`config.mk`:
```
export PLATFORM = sky130hd
export DESIGN_NAME = llaa_div
export DESIGN_NICKNAME = d
export VERILOG_FILES = /design/src/design/llaa_pkg.sv /design/src/design/llaa_div.sv
export SDC_FILE = /design/constraint.sdc
export NUM_CORES = 1
export LEC_CHECK = 0
export ABC_AREA = 1
export CAP_MARGIN = 15
export CORE_MARGIN = 5
export CORE_UTILIZATION = 56
export DETAILED_ROUTE_END_ITERATION = 7
export DONT_BUFFER_PORTS = 1
export GPL_ROUTABILITY_DRIVEN = 0
export PLACE_DENSITY = 0.78
export RECOVER_POWER = 50
export SLEW_MARGIN = 20
export SYNTH_ARGS = -nofsm -noshare
export SYNTH_HDL_FRONTEND = slang
export SYNTH_SLANG_ARGS = --single-unit
```
`constraint.sdc`:
```
create_clock -name clock -period 3.85 [get_ports clock]
set_input_delay 0.5775 -clock clock [delete_from_list [all_inputs] [get_ports clock]]
set_output_delay 0.5775 -clock clock [all_outputs]
set_load 0.05 [all_outputs]
```
`src/design/llaa_pkg.sv`:
```
`timescale 1ns / 1ps
package llaa_pkg;

   localparam logic [24:0] ONE_Q24 = 25'h1000000;
   localparam int DIV_W = 88;
   localparam int DSR_W = 33;

   typedef enum logic [2:0] {
      CMD_EVAL  = 3'd0,
      CMD_ACCUM = 3'd1,
      CMD_STEP  = 3'd2,
      CMD_LOAD  = 3'd3,
      CMD_READ  = 3'd4
   } cmd_type;

   typedef enum logic [2:0] {
      CSR_GRID_LOW    = 3'd0,
      CSR_INDEX_SCALE = 3'd1,
      CSR_LEARN_RATE  = 3'd2,
      CSR_BETA_ONE    = 3'd3,
      CSR_BETA_TWO    = 3'd4,
      CSR_EPSILON     = 3'd5
   } csr_type;

   typedef enum logic [4:0] {
      ST_CLEAR, ST_IDLE,
      ST_LMUL, ST_LOC, ST_RDA, ST_RDB, ST_MUL, ST_FIN, ST_WRLO,
      ST_RDX, ST_RDXD,
      ST_POW, ST_ARD, ST_AM1, ST_AM2, ST_AM3,
      ST_DIVM, ST_WAITM, ST_DIVV, ST_WAITV, ST_SQRT,
      ST_SMUL, ST_DIVS, ST_WAITS, ST_AWR,
      ST_DONE
   } state_type;

   function automatic logic signed [31:0] sat32(input logic signed [63:0] x);
      logic signed [31:0] r;
      if (x > 64'sd2147483647) begin
         r = 32'sh7FFFFFFF;
      end else if (x < -64'sd2147483648) begin
         r = 32'sh80000000;
      end else begin
         r = 32'(x);
      end
      return r;
   endfunction

endpackage

```
`src/design/llaa_div.sv`:
```
`timescale 1ns / 1ps
module llaa_div
   import llaa_pkg::*;
(
   input  logic             clock,
   input  logic             reset,
   input  logic             start,
   input  logic [DIV_W-1:0] dividend,
   input  logic [DSR_W-1:0] divisor,
   output logic             done,
   output logic [DIV_W-1:0] quotient
);

   localparam int CW = $clog2(DIV_W + 1);

   logic             busy_ff, busy_in;
   logic             done_ff, done_in;
   logic [CW-1:0]    cnt_ff, cnt_in;
   logic [DIV_W-1:0] dvd_ff, dvd_in;
   logic [DSR_W-1:0] rem_ff, rem_in;
   logic [DSR_W-1:0] dsr_ff, dsr_in;
   logic [DSR_W:0]   rem_sh;
   logic             ge;

   always_comb begin
      busy_in = busy_ff;
      done_in = 1'b0;
      cnt_in  = cnt_ff;
      dvd_in  = dvd_ff;
      rem_in  = rem_ff;
      dsr_in  = dsr_ff;
      rem_sh  = {rem_ff, dvd_ff[DIV_W-1]};
      ge      = rem_sh >= {1'b0, dsr_ff};
      if (start) begin
         busy_in = 1'b1;
         cnt_in  = CW'(DIV_W);
         dvd_in  = dividend;
         rem_in  = '0;
         dsr_in  = divisor;
      end else if (busy_ff) begin
         rem_in = ge ? DSR_W'(rem_sh - {1'b0, dsr_ff}) : DSR_W'(rem_sh);
         dvd_in = {dvd_ff[DIV_W-2:0], ge};
         cnt_in = cnt_ff - 1'b1;
         if (cnt_ff == CW'(1)) begin
            busy_in = 1'b0;
            done_in = 1'b1;
         end
      end
   end

   always_ff @(posedge clock) begin
      if (reset) begin
         busy_ff <= 1'b0;
         done_ff <= 1'b0;
         cnt_ff  <= '0;
      end else begin
         busy_ff <= busy_in;
         done_ff <= done_in;
         cnt_ff  <= cnt_in;
      end
      dvd_ff <= dvd_in;
      rem_ff <= rem_in;
      dsr_ff <= dsr_in;
   end

   assign done     = done_ff;
   assign quotient = dvd_ff;

endmodule

```
==> flow_summary_export.csv <==
group,metric,value,unit
timing,max_freq,349,MHz
critical_path,crit_arrival,3.24,ns
floorplanning,core,16600,um^2
critical_path,cp-end-kind,"flip-flop",
drt,via_count,7844,
pwr,power.leakage,5.26,nW
pwr,ir_drop,0.328,mV
clocking,clk_latency,0.44,ns
timing,worstMarginPinSlew,1.26,ns
clocking,tritoncts,"yes",
timing,fin_crit,2.87,ns
clocking,htree_levels,4,
global_routing,gr-total-overflow,0,
clocking,holdBufCountCts,0,
layout,antenna_cells,0,
pwr,pwr-share-comb,7.7,%
logic_synthesis,ys_seq_area_share,46.8,%
timing,tns,0,ns
critical_path,r2r_slack,0.98,ns
pwr,p_int,3.11,mW
logic_synthesis,synth_most_common_cell,"nand2_1",
floorplanning,die_h,141,um
pwr,swShare,32.5,%
hold_path,hold_class,"input pin to flip-flop",
clocking,clk_pin_slew_worst_paths,0.07,ns
critical_path,critPathKind,"flip-flop to flip-flop",
logic_synthesis,ys_seq_elements,163,
layout,layout-drive-gt1-share,5.62,%
drt,via_per_inst,5.22,
logic_synthesis,synth_top_area_share,38.0,%
global_routing,grt_max_degree,127,
logic_synthesis,synth_area,9560,um^2
pwr,power-per-cell-area,447,nW/um^2
floorplanning,rows,47,
drt,ant_nets,0,
logic_synthesis,yosys-top-cells-area,"edfxtp_1 (38%), nand2_1 (23%), dfxtp_1 (8.8%)",
critical_path,worstReg2RegStart,"quotient[87]",
logic_synthesis,syn_inst,1280,
floorplanning,initial_core_util,57.4,%
floorplanning,die-area,19800,um^2
logic_synthesis,synth_common_cells,"nand2_1 (588), inv_1 (181), edfxtp_1 (121), nand3_1 (86), nor2_1 (52)",
timing,relSlewSlack,15.8,%
clocking,cts_sinks,163,
logic_synthesis,yosysWarnings,0,
logic_synthesis,synth_nets,1440,
logic_synthesis,synth_cell_type_count,37,
global_routing,grt_pass1_vias,7563,
logic_synthesis,yosys.area.top_type,"edfxtp_1",
clocking,root_buffer,"clkbuf_16",
layout,area_growth,7.86,%
run,drv_cap,0,
clocking,post_cts_buffers,0,
placement,hpwl,17200,um
pwr,seqPwrFrac,54.1,%
hold_path,min_delay_path_depth,1,
drt,remaining_drc_errors,0,
timing,period_share,74.4,%
timing,skew,0.00897,ns
floorplanning,die_w,141,um
critical_path,cp_max_fo,36,
global_routing,track_usage,23.8,%
timing,rsz0062_at_grt,"no",
clocking,clock_path_buffers,2,
floorplanning,io_pins,213,
run_status,outcome,"completed",
clocking,ctsResizeCount,0,
placement,numPortBuffers,0,
timing,report.final.slew_viol_count,0,
pwr,clock_power_share,38.1,%
drt,wirelength,23500,um
clocking,cts_made_buffers,17,
critical_path,worstPathRequired,4.22,ns
logic_synthesis,synth_edf_count,121,
critical_path,cp-start-kind,"flip-flop",
drt,wl_per_cell,15.6,um
timing,hold_viol,0,
drt,first_pass_iters,5,
global_routing,grt_antenna_before_repair,0,
layout,fin_nets,1429,
logic_synthesis,synth_flop_cell,"edfxtp_1",
hold_path,hp-start,"reset",
hold_path,min_to,"cnt_ff[3]",
timing,setup_violations,0,
global_routing,grt_pass1_wl,37600,um
drt,drt_iter0_drc,615,
logic_synthesis,ys_async_sr_fraction,0,%
critical_path,reg2reg_to,"rem_ff[8]",
layout,post-route-util,61.9,%
critical_path,r2r_cells,13,
logic_synthesis,syn_area_per_cell,7.47,um^2
pwr,p_switching,1.50,mW
metrics by stage:
stage | instance area (um^2) | worst slack [ns] | hold WS [ns] | std cells | power [mW]
floorplan | 9560 | 0.0340 | 0.443 | 1280 | 2.78
global placement | 9710 | 1.12 | 0.458 | 1470 | 2.88
detailed placement | 9710 | 0.991 | 0.461 | 1470 | 2.89
CTS | 10300 | 0.976 | 0.184 | 1502 | 4.63
global route | 10300 | 0.753 | 0.191 | 1502 | 4.78
finish | 10300 | 0.985 | 0.197 | 1502 | 4.61
cell type report:
type                       instances  area [um^2]
tap                              220          275
clock inverter                    15          185
fill                            1464         6330
sequential                       163         4470
clock buffer                      17          425
timing repair buffer               5         38.8
multi-input combinational        888         4180
inverter                         194          731
power by group through the flow:
stage,combinational [mW],sequential [mW],clock (mW)
after floorplan,0.290,2.49,0
after global placement,0.348,2.53,0
final,0.357,2.49,1.76
after CTS,0.358,2.50,1.78
after global routing,0.408,2.51,1.87
after detailed placement,0.357,2.53,0
placed cells by master (no fill, tap or decap), types with 3 or more instances in the layout:
cell type and n:
clkbuf_16 17, a21oi_1 24, nor3_1 7, o21bai_1 6, and2_1 6, o21ai_1 10
inv_2 8, nor2_4 4, xnor2_1 14, dfxtp_1 42, clkinv_1 4, edfxtp_1 121
inv_8 5, nor2_2 6, a31oi_1 3, ha_1 35, inv_6 3, inv_1 181
nor2_1 51, nand2_1 588, nand3_1 86, nand2_2 11, nand3b_1 12, clkbuf_1 3
o21ai_0 4, clkinv_8 3, nand4_1 8
sequential cells by signal, summed over array words and instances, names as in the netlist:
register / count
quotient: 88
dsr_ff: 33
rem_ff: 33
cnt_ff: 7
busy_ff: 1
done: 1
how the worst max path moves through the flow:
stage	from	to	slack [ns]	cells past startpoint
2_1_floorplan	start	quotient[0]	0.03	3
6_report	quotient[87]	rem_ff[8]	0.98	13
3_3_place_gp	quotient[87]	rem_ff[14]	1.12	13
4_1_cts	quotient[87]	rem_ff[8]	0.98	13
3_5_place_dp	quotient[87]	rem_ff[9]	0.99	13
5_1_grt	quotient[87]	rem_ff[8]	0.75	13
critical path, cell delays in order (launching register included):
cell,delay [ns]
edfxtp_1,0.61
inv_1,0.17
ha_1,0.16
inv_1,0.08
fa_1,0.44
nand3_1,0.13
nand3_2,0.10
nand2_1,0.11
nand2_2,0.08
nand2_4,0.35
nand2_8,0.25
nand2_1,0.14
nand3_1,0.08
o21ai_1,0.09
logic make-up after synthesis:
kind of cell               share of synthesized area (%)
AOI/OAI and AO/OA                                   2.74
xor gates and xnor gates                            1.47
adders and majority gates                           4.79
buffers and inverters                               9.49
DFF                                                 46.8
and+or+nand+nor                                     34.7
per-layer routing:
layer  vias up  global-route usage, %  part of all wire [%]
met1      3546                   29.1                    41
met4         0                   8.31                   2.7
met5         -                      0                     0
li1       3969                      -                     -
met3        47                   7.62                   8.3
met2       282                   39.6                    48
(Power assumes the default switching activity.)
